### src/rtl/cbst_pkg.sv
// cubic bezier tessellator package: default sizes, micro-op codes and the
// micro-op table shared by the sequencer and the multiply-accumulate unit
// no dependencies
`timescale 1ns / 1ps
`default_nettype none

package cbst_pkg;

    localparam int COORD_BITS_DEF     = 16;
    localparam int STEP_FRAC_BITS_DEF = 10;
    localparam int STEP_RESET         = 103;

    // micro-ops per sample: six weight products, then four terms per coordinate
    localparam int UOP_WGT   = 6;
    localparam int UOP_COUNT = 18;
    localparam int UOP_BITS  = 5;

    // multiplier operand a sources
    localparam logic [2:0] A_S  = 3'd0;
    localparam logic [2:0] A_T  = 3'd1;
    localparam logic [2:0] A_SS = 3'd2;
    localparam logic [2:0] A_TT = 3'd3;
    localparam logic [2:0] A_W0 = 3'd4;
    localparam logic [2:0] A_W1 = 3'd5;
    localparam logic [2:0] A_W2 = 3'd6;
    localparam logic [2:0] A_W3 = 3'd7;

    // multiplier operand b sources
    localparam logic [1:0] B_S   = 2'd0;
    localparam logic [1:0] B_T   = 2'd1;
    localparam logic [1:0] B_CRD = 2'd2;

    // product destinations
    localparam logic [3:0] D_NONE = 4'd0;
    localparam logic [3:0] D_SS   = 4'd1;
    localparam logic [3:0] D_TT   = 4'd2;
    localparam logic [3:0] D_W0   = 4'd3;
    localparam logic [3:0] D_W1   = 4'd4;
    localparam logic [3:0] D_W2   = 4'd5;
    localparam logic [3:0] D_W3   = 4'd6;
    localparam logic [3:0] D_ACC0 = 4'd7;
    localparam logic [3:0] D_ACC  = 4'd8;
    localparam logic [3:0] D_ACCN = 4'd9;

    typedef struct packed {
        logic       vld;
        logic [2:0] a_src;
        logic [1:0] b_src;
        logic [3:0] dst;
        logic [1:0] term;
        logic [1:0] coord;
    } t_mac_req;

    function automatic t_mac_req uop_decode(input logic [UOP_BITS-1:0] idx);
        t_mac_req r;
        logic [UOP_BITS-1:0] m;
        r = '0;
        r.dst = D_NONE;
        m = idx - UOP_BITS'(UOP_WGT);
        case (idx)
            UOP_BITS'(0): begin
                r.a_src = A_S;  r.b_src = B_S; r.dst = D_SS;
            end
            UOP_BITS'(1): begin
                r.a_src = A_T;  r.b_src = B_T; r.dst = D_TT;
            end
            UOP_BITS'(2): begin
                r.a_src = A_SS; r.b_src = B_S; r.dst = D_W0;
            end
            UOP_BITS'(3): begin
                r.a_src = A_SS; r.b_src = B_T; r.dst = D_W1;
            end
            UOP_BITS'(4): begin
                r.a_src = A_TT; r.b_src = B_S; r.dst = D_W2;
            end
            UOP_BITS'(5): begin
                r.a_src = A_TT; r.b_src = B_T; r.dst = D_W3;
            end
            default: begin
                r.b_src = B_CRD;
                r.coord = m[3:2];
                r.term  = m[1:0];
                case (m[1:0])
                    2'd0: begin r.a_src = A_W0; r.dst = D_ACC0; end
                    2'd1: begin r.a_src = A_W1; r.dst = D_ACC;  end
                    2'd2: begin r.a_src = A_W2; r.dst = D_ACC;  end
                    default: begin r.a_src = A_W3; r.dst = D_ACCN; end
                endcase
            end
        endcase
        return r;
    endfunction

endpackage

`default_nettype wire

### src/rtl/cbst_ctrl_pts.sv
// control point arithmetic: 4*q +- neighbor difference, saturated to signed Q16.2
// depends on cbst_pkg
`timescale 1ns / 1ps
`default_nettype none

module cbst_ctrl_pts import cbst_pkg::*; #(
    parameter int COORD_BITS = COORD_BITS_DEF
) (
    input  logic signed [COORD_BITS-1:0]   i_prev  [3],
    input  logic signed [COORD_BITS-1:0]   i_earl  [3],
    input  logic signed [COORD_BITS-1:0]   i_pt    [3],
    output logic signed [COORD_BITS+1:0]   o_first [3],
    output logic signed [COORD_BITS+1:0]   o_in    [3],
    output logic signed [COORD_BITS+1:0]   o_new   [3],
    output logic signed [COORD_BITS+1:0]   o_end   [3]
);

    localparam int CTRL_BITS = COORD_BITS + 2;
    localparam int EXT       = COORD_BITS + 4;
    localparam logic signed [EXT-1:0] C_MAX = (EXT'(1) <<< (CTRL_BITS - 1)) - EXT'(1);
    localparam logic signed [EXT-1:0] C_MIN = -C_MAX - EXT'(1);

    function automatic logic signed [CTRL_BITS-1:0] sat_ctrl(input logic signed [EXT-1:0] v);
        logic signed [CTRL_BITS-1:0] r;
        if (v > C_MAX) begin
            r = C_MAX[CTRL_BITS-1:0];
        end else if (v < C_MIN) begin
            r = C_MIN[CTRL_BITS-1:0];
        end else begin
            r = v[CTRL_BITS-1:0];
        end
        return r;
    endfunction

    logic signed [EXT-1:0] w_q4   [3];
    logic signed [EXT-1:0] w_p4   [3];
    logic signed [EXT-1:0] w_d_pp [3];
    logic signed [EXT-1:0] w_d_pe [3];

    always_comb begin
        for (int j = 0; j < 3; j++) begin
            w_q4[j]    = EXT'(i_prev[j]) <<< 2;
            w_p4[j]    = EXT'(i_pt[j]) <<< 2;
            w_d_pp[j]  = EXT'(i_pt[j]) - EXT'(i_prev[j]);
            w_d_pe[j]  = EXT'(i_pt[j]) - EXT'(i_earl[j]);
            o_first[j] = sat_ctrl(w_q4[j] + w_d_pp[j]);
            o_in[j]    = sat_ctrl(w_q4[j] - w_d_pe[j]);
            o_new[j]   = sat_ctrl(w_q4[j] + w_d_pe[j]);
            o_end[j]   = sat_ctrl(w_p4[j] - w_d_pp[j]);
        end
    end

endmodule

`default_nettype wire

### src/rtl/cbst_mac.sv
// shared multiplier with product register, bernstein weight registers,
// accumulator and round/saturate of the three coordinate sums
// depends on cbst_pkg
`timescale 1ns / 1ps
`default_nettype none

module cbst_mac import cbst_pkg::*; #(
    parameter int COORD_BITS     = COORD_BITS_DEF,
    parameter int STEP_FRAC_BITS = STEP_FRAC_BITS_DEF
) (
    input  logic                          i_clk,
    input  logic                          i_rst_n,
    input  t_mac_req                      i_req,
    input  logic [STEP_FRAC_BITS-1:0]     i_t,
    input  logic signed [COORD_BITS+1:0]  i_coord,
    output logic signed [COORD_BITS-1:0]  o_res [3]
);

    localparam int F         = STEP_FRAC_BITS;
    localparam int CTRL_BITS = COORD_BITS + 2;
    localparam int SHIFT     = 3 * F + 2;
    localparam int WGT_BITS  = 3 * F + 2;
    localparam int B_BITS    = (CTRL_BITS > F + 2) ? CTRL_BITS : F + 2;
    localparam int PROD_BITS = WGT_BITS + 1 + B_BITS;
    localparam int ACC_BITS  = CTRL_BITS + SHIFT;

    localparam logic [F:0] ONE_T = (F + 1)'(1) << F;
    localparam logic signed [ACC_BITS-1:0] HALF = ACC_BITS'(1) << (SHIFT - 1);
    localparam logic signed [CTRL_BITS-1:0] O_MAX =
        (CTRL_BITS'(1) <<< (COORD_BITS - 1)) - CTRL_BITS'(1);
    localparam logic signed [CTRL_BITS-1:0] O_MIN = -O_MAX - CTRL_BITS'(1);

    function automatic logic signed [COORD_BITS-1:0] sat_out(
        input logic signed [CTRL_BITS-1:0] v
    );
        logic signed [COORD_BITS-1:0] r;
        if (v > O_MAX) begin
            r = O_MAX[COORD_BITS-1:0];
        end else if (v < O_MIN) begin
            r = O_MIN[COORD_BITS-1:0];
        end else begin
            r = v[COORD_BITS-1:0];
        end
        return r;
    endfunction

    logic [F:0]                     w_s;
    logic [WGT_BITS-1:0]            w_a;
    logic signed [B_BITS-1:0]       w_b;
    logic signed [PROD_BITS-1:0]    w_prod;

    logic [WGT_BITS-1:0]            r_ss, r_tt, r_w0, r_w1, r_w2, r_w3;
    logic signed [PROD_BITS-1:0]    r_prod;
    logic signed [ACC_BITS-1:0]     r_acc;
    logic signed [COORD_BITS-1:0]   r_res [3];
    t_mac_req                       r_req;

    logic [WGT_BITS-1:0]            w_pw, w_pw3;
    logic signed [ACC_BITS-1:0]     w_pa, w_sum;
    logic signed [CTRL_BITS-1:0]    w_rnd;

    assign w_s = ONE_T - (F + 1)'(i_t);

    always_comb begin
        case (i_req.a_src)
            A_S:     w_a = WGT_BITS'(w_s);
            A_T:     w_a = WGT_BITS'(i_t);
            A_SS:    w_a = r_ss;
            A_TT:    w_a = r_tt;
            A_W0:    w_a = r_w0;
            A_W1:    w_a = r_w1;
            A_W2:    w_a = r_w2;
            default: w_a = r_w3;
        endcase
        case (i_req.b_src)
            B_S:     w_b = B_BITS'(w_s);
            B_T:     w_b = B_BITS'(i_t);
            B_CRD:   w_b = B_BITS'(i_coord);
            default: w_b = '0;
        endcase
    end

    assign w_prod = $signed({1'b0, w_a}) * w_b;

    assign w_pw  = r_prod[WGT_BITS-1:0];
    assign w_pw3 = w_pw + (w_pw << 1);
    assign w_pa  = r_prod[ACC_BITS-1:0];
    assign w_sum = r_acc + w_pa;
    assign w_rnd = w_sum[ACC_BITS-1:SHIFT];

    always_ff @(posedge i_clk) begin
        if (!i_rst_n) begin
            r_req <= '0;
        end else begin
            r_req <= i_req;
        end
    end

    always_ff @(posedge i_clk) begin
        r_prod <= w_prod;
        if (r_req.vld) begin
            case (r_req.dst)
                D_SS:   r_ss  <= w_pw;
                D_TT:   r_tt  <= w_pw;
                D_W0:   r_w0  <= w_pw;
                D_W1:   r_w1  <= w_pw3;
                D_W2:   r_w2  <= w_pw3;
                D_W3:   r_w3  <= w_pw;
                D_ACC0: r_acc <= HALF + w_pa;
                D_ACC:  r_acc <= w_sum;
                D_ACCN: begin
                    for (int j = 0; j < 3; j++) begin
                        if (r_req.coord == 2'(j)) begin
                            r_res[j] <= sat_out(w_rnd);
                        end
                    end
                end
                default: ;
            endcase
        end
    end

    assign o_res = r_res;

endmodule

`default_nettype wire

### src/rtl/cubic_bezier_spline_tessellator.sv
// streaming cubic bezier tessellator top: point history, segment sequencer and
// output register; uses cbst_ctrl_pts and cbst_mac
// each sample: 18 micro-ops issued to the one shared multiplier, then drain, then emit,
//   which waits while the output register is full; a new point is taken only once the
//   previous one is done; up to 31 samples per segment, plus an end point copy after the
//   final segment of a curve; reset: synchronous active low, step to 103
`timescale 1ns / 1ps
`default_nettype none

module cubic_bezier_spline_tessellator import cbst_pkg::*; #(
    parameter int COORD_BITS     = COORD_BITS_DEF,
    parameter int STEP_FRAC_BITS = STEP_FRAC_BITS_DEF
) (
    input  logic                          i_clk,
    input  logic                          i_rst_n,
    input  logic                          i_cfg_we,
    input  logic [STEP_FRAC_BITS:0]       i_cfg_data,
    input  logic                          i_in_valid,
    output logic                          o_in_ready,
    input  logic signed [COORD_BITS-1:0]  i_point_x,
    input  logic signed [COORD_BITS-1:0]  i_point_y,
    input  logic signed [COORD_BITS-1:0]  i_point_z,
    input  logic                          i_is_last,
    output logic                          o_out_valid,
    input  logic                          i_out_ready,
    output logic signed [COORD_BITS-1:0]  o_out_x,
    output logic signed [COORD_BITS-1:0]  o_out_y,
    output logic signed [COORD_BITS-1:0]  o_out_z,
    output logic                          o_run_end,
    output logic                          o_curve_end
);

    localparam int F         = STEP_FRAC_BITS;
    localparam int CTRL_BITS = COORD_BITS + 2;
    localparam logic [F:0] MIN_STEP = (F + 1)'((2 ** F + 30) / 31);

    localparam logic [2:0] ST_IDLE  = 3'd0;
    localparam logic [2:0] ST_PREP  = 3'd1;
    localparam logic [2:0] ST_SAMP  = 3'd2;
    localparam logic [2:0] ST_DRAIN = 3'd3;
    localparam logic [2:0] ST_EMIT  = 3'd4;
    localparam logic [2:0] ST_COPY  = 3'd5;

    logic [2:0]                    r_state;
    logic [F:0]                    r_step;
    logic [1:0]                    r_seen;
    logic                          r_last;
    logic                          r_seg_b;
    logic                          r_second;
    logic [UOP_BITS-1:0]           r_uop;
    logic [F-1:0]                  r_t;
    logic signed [COORD_BITS-1:0]  r_pt   [3];
    logic signed [COORD_BITS-1:0]  r_prev [3];
    logic signed [COORD_BITS-1:0]  r_earl [3];
    logic signed [CTRL_BITS-1:0]   r_octl [3];
    logic signed [CTRL_BITS-1:0]   r_seg  [4][3];
    logic signed [CTRL_BITS-1:0]   r_nxt  [4][3];

    logic                          r_ov;
    logic signed [COORD_BITS-1:0]  r_ox, r_oy, r_oz;
    logic                          r_orun, r_ocend;

    logic signed [CTRL_BITS-1:0]   w_first [3];
    logic signed [CTRL_BITS-1:0]   w_in    [3];
    logic signed [CTRL_BITS-1:0]   w_new   [3];
    logic signed [CTRL_BITS-1:0]   w_end   [3];
    logic signed [COORD_BITS-1:0]  w_res   [3];

    logic [F:0]                    w_inc;
    logic [F+1:0]                  n_t;
    logic                          w_seg_done;
    logic                          w_slot;
    logic                          w_load;
    logic                          w_accept;
    t_mac_req                      w_req;
    logic signed [CTRL_BITS-1:0]   w_coord;

    cbst_ctrl_pts #(
        .COORD_BITS (COORD_BITS)
    ) u_ctrl (
        .i_prev  (r_prev),
        .i_earl  (r_earl),
        .i_pt    (r_pt),
        .o_first (w_first),
        .o_in    (w_in),
        .o_new   (w_new),
        .o_end   (w_end)
    );

    always_comb begin
        w_req     = uop_decode(r_uop);
        w_req.vld = (r_state == ST_SAMP);
    end

    assign w_coord = r_seg[w_req.term][w_req.coord];

    cbst_mac #(
        .COORD_BITS     (COORD_BITS),
        .STEP_FRAC_BITS (STEP_FRAC_BITS)
    ) u_mac (
        .i_clk   (i_clk),
        .i_rst_n (i_rst_n),
        .i_req   (w_req),
        .i_t     (r_t),
        .i_coord (w_coord),
        .o_res   (w_res)
    );

    assign w_inc      = (r_step < MIN_STEP) ? MIN_STEP : r_step;
    assign n_t        = (F + 2)'(r_t) + (F + 2)'(w_inc);
    assign w_seg_done = (n_t[F+1:F] != 2'd0);
    assign w_slot     = !r_ov || i_out_ready;
    assign w_load     = w_slot && (r_state == ST_EMIT || r_state == ST_COPY);
    assign o_in_ready = (r_state == ST_IDLE);
    assign w_accept   = i_in_valid && o_in_ready;

    // control state
    always_ff @(posedge i_clk) begin
        if (!i_rst_n) begin
            r_state  <= ST_IDLE;
            r_step   <= (F + 1)'(STEP_RESET);
            r_seen   <= 2'd0;
            r_seg_b  <= 1'b0;
            r_second <= 1'b0;
            r_uop    <= '0;
            r_ov     <= 1'b0;
        end else begin
            if (i_cfg_we) begin
                r_step <= i_cfg_data;
            end
            r_ov <= w_load || (r_ov && !i_out_ready);
            case (r_state)
                ST_IDLE: begin
                    if (i_in_valid) begin
                        r_state <= ST_PREP;
                    end
                end
                ST_PREP: begin
                    if (r_seen < 2'd2) begin
                        r_seen  <= r_last ? 2'd0 : r_seen + 2'd1;
                        r_state <= ST_IDLE;
                    end else begin
                        r_seen   <= r_last ? 2'd0 : 2'd3;
                        r_state  <= ST_SAMP;
                        r_uop    <= '0;
                        r_seg_b  <= 1'b0;
                        r_second <= r_last;
                    end
                end
                ST_SAMP: begin
                    if (r_uop == UOP_BITS'(UOP_COUNT - 1)) begin
                        r_state <= ST_DRAIN;
                    end else begin
                        r_uop <= r_uop + UOP_BITS'(1);
                    end
                end
                ST_DRAIN: begin
                    r_uop   <= '0;
                    r_state <= ST_EMIT;
                end
                ST_EMIT: begin
                    if (w_slot) begin
                        if (!w_seg_done) begin
                            r_state <= ST_SAMP;
                        end else if (!r_seg_b && r_second) begin
                            r_seg_b <= 1'b1;
                            r_state <= ST_SAMP;
                        end else if (r_seg_b) begin
                            r_state <= ST_COPY;
                        end else begin
                            r_state <= ST_IDLE;
                        end
                    end
                end
                ST_COPY: begin
                    if (w_slot) begin
                        r_state <= ST_IDLE;
                    end
                end
                default: r_state <= ST_IDLE;
            endcase
        end
    end

    // payload
    always_ff @(posedge i_clk) begin
        if (w_accept) begin
            r_pt[0] <= i_point_x;
            r_pt[1] <= i_point_y;
            r_pt[2] <= i_point_z;
            r_last  <= i_is_last;
        end
        if (r_state == ST_PREP) begin
            case (r_seen)
                2'd0: begin
                    r_prev <= r_pt;
                end
                2'd1: begin
                    r_octl <= w_first;
                    r_earl <= r_prev;
                    r_prev <= r_pt;
                end
                default: begin
                    r_t <= '0;
                    for (int j = 0; j < 3; j++) begin
                        r_seg[0][j] <= {r_earl[j], 2'b00};
                        r_seg[1][j] <= r_octl[j];
                        r_seg[2][j] <= w_in[j];
                        r_seg[3][j] <= {r_prev[j], 2'b00};
                        r_nxt[0][j] <= {r_prev[j], 2'b00};
                        r_nxt[1][j] <= w_new[j];
                        r_nxt[2][j] <= w_end[j];
                        r_nxt[3][j] <= {r_pt[j], 2'b00};
                    end
                    if (!r_last) begin
                        r_earl <= r_prev;
                        r_prev <= r_pt;
                        r_octl <= w_new;
                    end
                end
            endcase
        end
        if (r_state == ST_EMIT && w_slot) begin
            r_ox    <= w_res[0];
            r_oy    <= w_res[1];
            r_oz    <= w_res[2];
            r_orun  <= w_seg_done && !r_second;
            r_ocend <= 1'b0;
            if (!w_seg_done) begin
                r_t <= n_t[F-1:0];
            end else if (!r_seg_b && r_second) begin
                r_seg <= r_nxt;
                r_t   <= '0;
            end
        end
        if (r_state == ST_COPY && w_slot) begin
            r_ox    <= r_pt[0];
            r_oy    <= r_pt[1];
            r_oz    <= r_pt[2];
            r_orun  <= 1'b1;
            r_ocend <= 1'b1;
        end
    end

    assign o_out_valid = r_ov;
    assign o_out_x     = r_ox;
    assign o_out_y     = r_oy;
    assign o_out_z     = r_oz;
    assign o_run_end   = r_orun;
    assign o_curve_end = r_ocend;

    a_uop_range: assert property (@(posedge i_clk) disable iff (!i_rst_n)
        (r_state == ST_SAMP) |-> (r_uop < UOP_BITS'(UOP_COUNT)))
        else $error("micro-op index past end of sample sequence");

    a_curve_end_run_end: assert property (@(posedge i_clk) disable iff (!i_rst_n)
        (o_out_valid && o_curve_end) |-> o_run_end)
        else $error("curve end point without run end");

    a_accept_prep: assert property (@(posedge i_clk) disable iff (!i_rst_n)
        (i_in_valid && o_in_ready) |=> (r_state == ST_PREP))
        else $error("input transaction not followed by prep");

    a_seg_b_second: assert property (@(posedge i_clk) disable iff (!i_rst_n)
        r_seg_b |-> r_second)
        else $error("final segment running without last point");

    a_emit_hold: assert property (@(posedge i_clk) disable iff (!i_rst_n)
        (r_state == ST_EMIT && r_ov && !i_out_ready) |=> (r_state == ST_EMIT))
        else $error("sample dropped while output register full");

endmodule

`default_nettype wire

### config.mk
export PLATFORM = sky130hd
export DESIGN_NAME = cubic_bezier_spline_tessellator
export DESIGN_NICKNAME = d
export VERILOG_FILES = /design/src/rtl/cbst_pkg.sv /design/src/rtl/cbst_ctrl_pts.sv /design/src/rtl/cbst_mac.sv /design/src/rtl/cubic_bezier_spline_tessellator.sv
export SDC_FILE = /design/constraint.sdc
export NUM_CORES = 2
export LEC_CHECK = 0
export ABC_AREA = 1
export ABC_CLOCK_PERIOD_IN_PS = 23400
export BUFFER_PORTS_ARGS = -buffer_cell sky130_fd_sc_hd__buf_4
export CORE_UTILIZATION = 65
export CTS_CLUSTER_SIZE = 16
export DETAILED_ROUTE_END_ITERATION = 8
export PLACE_DENSITY = 0.82
export SLEW_MARGIN = 20
export SYNTH_ARGS = -nofsm -noshare
export SYNTH_HDL_FRONTEND = slang
export SYNTH_SLANG_ARGS = --single-unit
### constraint.sdc
create_clock -name i_clk -period 23.4 [get_ports i_clk]
set_input_delay 4.68 -clock i_clk [delete_from_list [all_inputs] [get_ports i_clk]]
set_output_delay 4.68 -clock i_clk [all_outputs]
set_load 0.05 [all_outputs]
==> qor.csv <==
stage;metric;value;unit
run_status;status;finished with violations;
cts;Clock transition at path regs;70;ps
synthesis;Distinct cells, synth;65;
floorplan;Die Span Y;355.3;um
setup_path;crit path kind;flip-flop to flip-flop;
placement;worst slack at placement;13020;ps
synthesis;top cells by count, synth;2256 x nand2_1, 1464 x inv_1, 816 x nor2_1;
routing;drt wl/cell;24.75;um
cts;setup bufs post-CTS;0;
synthesis;cell taking the most area after synthesis;edfxtp_1;
cts;Hold Buf Count CTS;0;
timing;clk_skew;82.51;ps
routing;drt drc;29;
synthesis;Ys Warns;0;
final_layout;Seq. cell area;28440;um2
setup_path;Critical Path Slowest Stage Cell;nand2_1;
floorplan;Core Box Area;123800;um2
timing;Peak Freq;91.31;MHz
run_status;failing checks;design-rule violations;
setup_path;crit end category;flip-flop;
global_routing;largest net degree at the start of global routing;107;
floorplan;die area;126200;um2
global_routing;first-pass GRT wire length;424500;um
synthesis;synthesized flop and latch total;1050;
cts;clock latency on the worst-skew pair;800;ps
timing;min setup slack post-route;12450;ps
synthesis;count leader, synth;nand2_1;
floorplan;Starting Density;65.52;%
routing;DR pass1 iterations;9;
synthesis;EDFF count, synth;741;
timing;Final min period;10950;ps
placement;port bufs;116;
synthesis;post-synth top area share;27.43;%
cts;total CTS buffers;107;
routing;vias post-DR;72270;
timing;Final Setup Violations;0;
worst_hold_path;Hold Crit Depth;2;
floorplan;Die Width;355.3;um
placement;DP Wirelength;218600;um
routing;drt total wl;284900;um
final_layout;layout cells sized above 1;6.128;%
synthesis;Synth area leaders;edfxtp_1 27%, fa_1 12%, nand2_1 10%;
final_layout;footprint of the multi-input gates;45740;um2
routing;remaining antenna violation count;0;
synthesis;post-synthesis sequential area ratio;35.06;%
global_routing;vias in the first global route;70720;
cts;clock sink count;1050;
setup_path;Worst Setup Start Kind;flip-flop;
placement;GP Congestion;1.071;
cts;post-CTS sizing;0;
routing;drt initial violations;10220;
synthesis;asr flop ratio synth;0;%
synthesis;Post-Syn Nets;10890;
timing;Tcrit/Tclk final;46.80;%
cts;Clock Path Buffers;3;
synthesis;Cell Area, Synth;81120;um2
routing;Via-to-Cell Ratio;6.278;
flow_run;MaxCap Viol Count;0;
timing;Slew headroom;24.04;%
synthesis;synthesized area per cell;8.297;um2
setup_path;required time worst endpoint;24050;ps
final_layout;fill cell count;9480;
timing;RSZ-0062 raised after global routing;false;
timing;Hold Fails Final Rpt;0;
setup_path;Worst EP arrival;11600;ps
cts;CTS tree;built;
timing;Min Hold Slack;457.5;ps
setup_path;most frequent CP cell;nand2_1;
worst_hold_path;Hold Path Class;flip-flop to flip-flop;
timing;Tightest Pin Transition;1138;ps
timing;setup TNS;0;ps
setup_path;critical path peak fanout;72;
synthesis;Mapped Cells;9777;
floorplan;Top Ports;117;
setup_path;R2R depth;37;
setup_path;Worst path max stage delay;690;ps
final_layout;# nets final;10890;
global_routing;Overflow after GRT;0;
floorplan;row cnt;129;
global_routing;Tot GR Track Use;44.92;%
global_routing;initial antenna violation count;21;
cts;H-Tree Depth;3;
cts;clk root buf;clkbuf_16;
timing;fin. max-slew vios;0;
synthesis;Primary FF master, synth;edfxtp_1;
final_layout;Area Overhead vs Synth;7.481;%
## per-layer routing
metal	up-vias	global-route usage, %	part of all wire, %
met1	34310	56.79	36
met2	4899	67.72	43
li1	31900	-	-
met3	1148	12.79	13
met5	-	0	0.027
met4	12	28.84	7.6
## worst max-delay path, delay by kind of cell (launching register included)
| kind | cells | cell delay, ps |
|---|---|---|
| XOR/XNOR | 1 | 160 |
| buffers and inverters | 8 | 1940 |
| flip-flops | 1 | 310 |
| adder cells (fa/ha/maj) | 8 | 3750 |
| AND/OR/NAND/NOR | 18 | 3920 |
| AO/OA/AOI/OAI | 2 | 620 |
## stage by stage
| stage | cell area [um2] | std cells | util [%] |
|---|---|---|---|
| after floorplan | 81120 | 9777 | - |
| after global placement | 83420 | 11310 | 67.38 |
| after detailed placement | 83420 | 11310 | 67.38 |
| after CTS | 87170 | 11510 | 70.41 |
| after global routing | 87180 | 11510 | 70.42 |
| final | 87190 | 11510 | 70.43 |
## state kept, by name, summed over array words and instances, names as in the netlist, 2 cells and up
register	cells
r_pt	48
r_state	3
u_mac.r_tt	32
o_out_x	16
u_mac.r_w0	32
u_mac.r_w1	32
o_out_y	16
r_seg	216
u_mac.o_res	48
o_out_z	16
r_earl	48
u_mac.r_w2	32
r_prev	48
r_uop	5
u_mac.r_req	7
r_seen	2
r_octl	54
u_mac.r_prod	50
u_mac.r_acc	50
r_t	10
u_mac.r_ss	32
u_mac.r_w3	32
r_nxt	204
r_step	11
## final timing paths
kind                                 from               end  slack (ps)
worst max-delay path             r_uop[1]  u_mac.r_prod[37]       12450
worst min-delay path            r_nxt[73]         r_seg[73]         460
worst max register to register   r_uop[1]  u_mac.r_prod[37]       12450
worst min register to register  r_nxt[73]         r_seg[73]         460
## kinds of logic (layout without fill, tap and decap cells)
family	after synthesis	after routing	share of synthesized area [%]
and+or+nand+nor	3804	3804	19.32
buffers and inverters	1826	1921	8.749
AOI/OAI and AO/OA	1630	1630	11.47
DFF	1050	1050	35.06
adders and majority gates	1045	1045	20.70
xor gates and xnor gates	377	377	4.080
muxes	45	45	0.6247
other	0	3	0
## area by class of cell
| type | count | area share (%) |
|---|---|---|
| antenna | 3 | 0.008611 |
| clock buffer | 130 | 3.289 |
| tap | 1637 | 2.349 |
| multi-input combinational | 6901 | 52.46 |
| inverter | 1519 | 6.554 |
| timing repair buffer | 198 | 1.705 |
| sequential | 1050 | 32.62 |
| clock inverter | 74 | 1.016 |
## cells in the final DEF, fill, tap and decap left out, types with 45 or more instances in the layout
cell type,netlist,routed
xnor2_1,99,99
nor3_1,92,91
mux2_2,45,45
o21ai_0,450,450
dfxtp_1,309,309
o21bai_1,47,47
xor2_1,277,277
ha_1,550,549
nor2_1,816,808
fa_1,495,495
inv_2,46,46
nand2_1,2256,2254
a21oi_1,677,675
clkbuf_16,0,110
inv_1,1464,1462
edfxtp_1,741,741
buf_4,18,198
nand3_1,451,448
a31oi_1,213,213
a21o_1,45,45
Power is not shown: default switching activity piles up to over one toggle a cycle in this logic, so the estimate is an artifact.
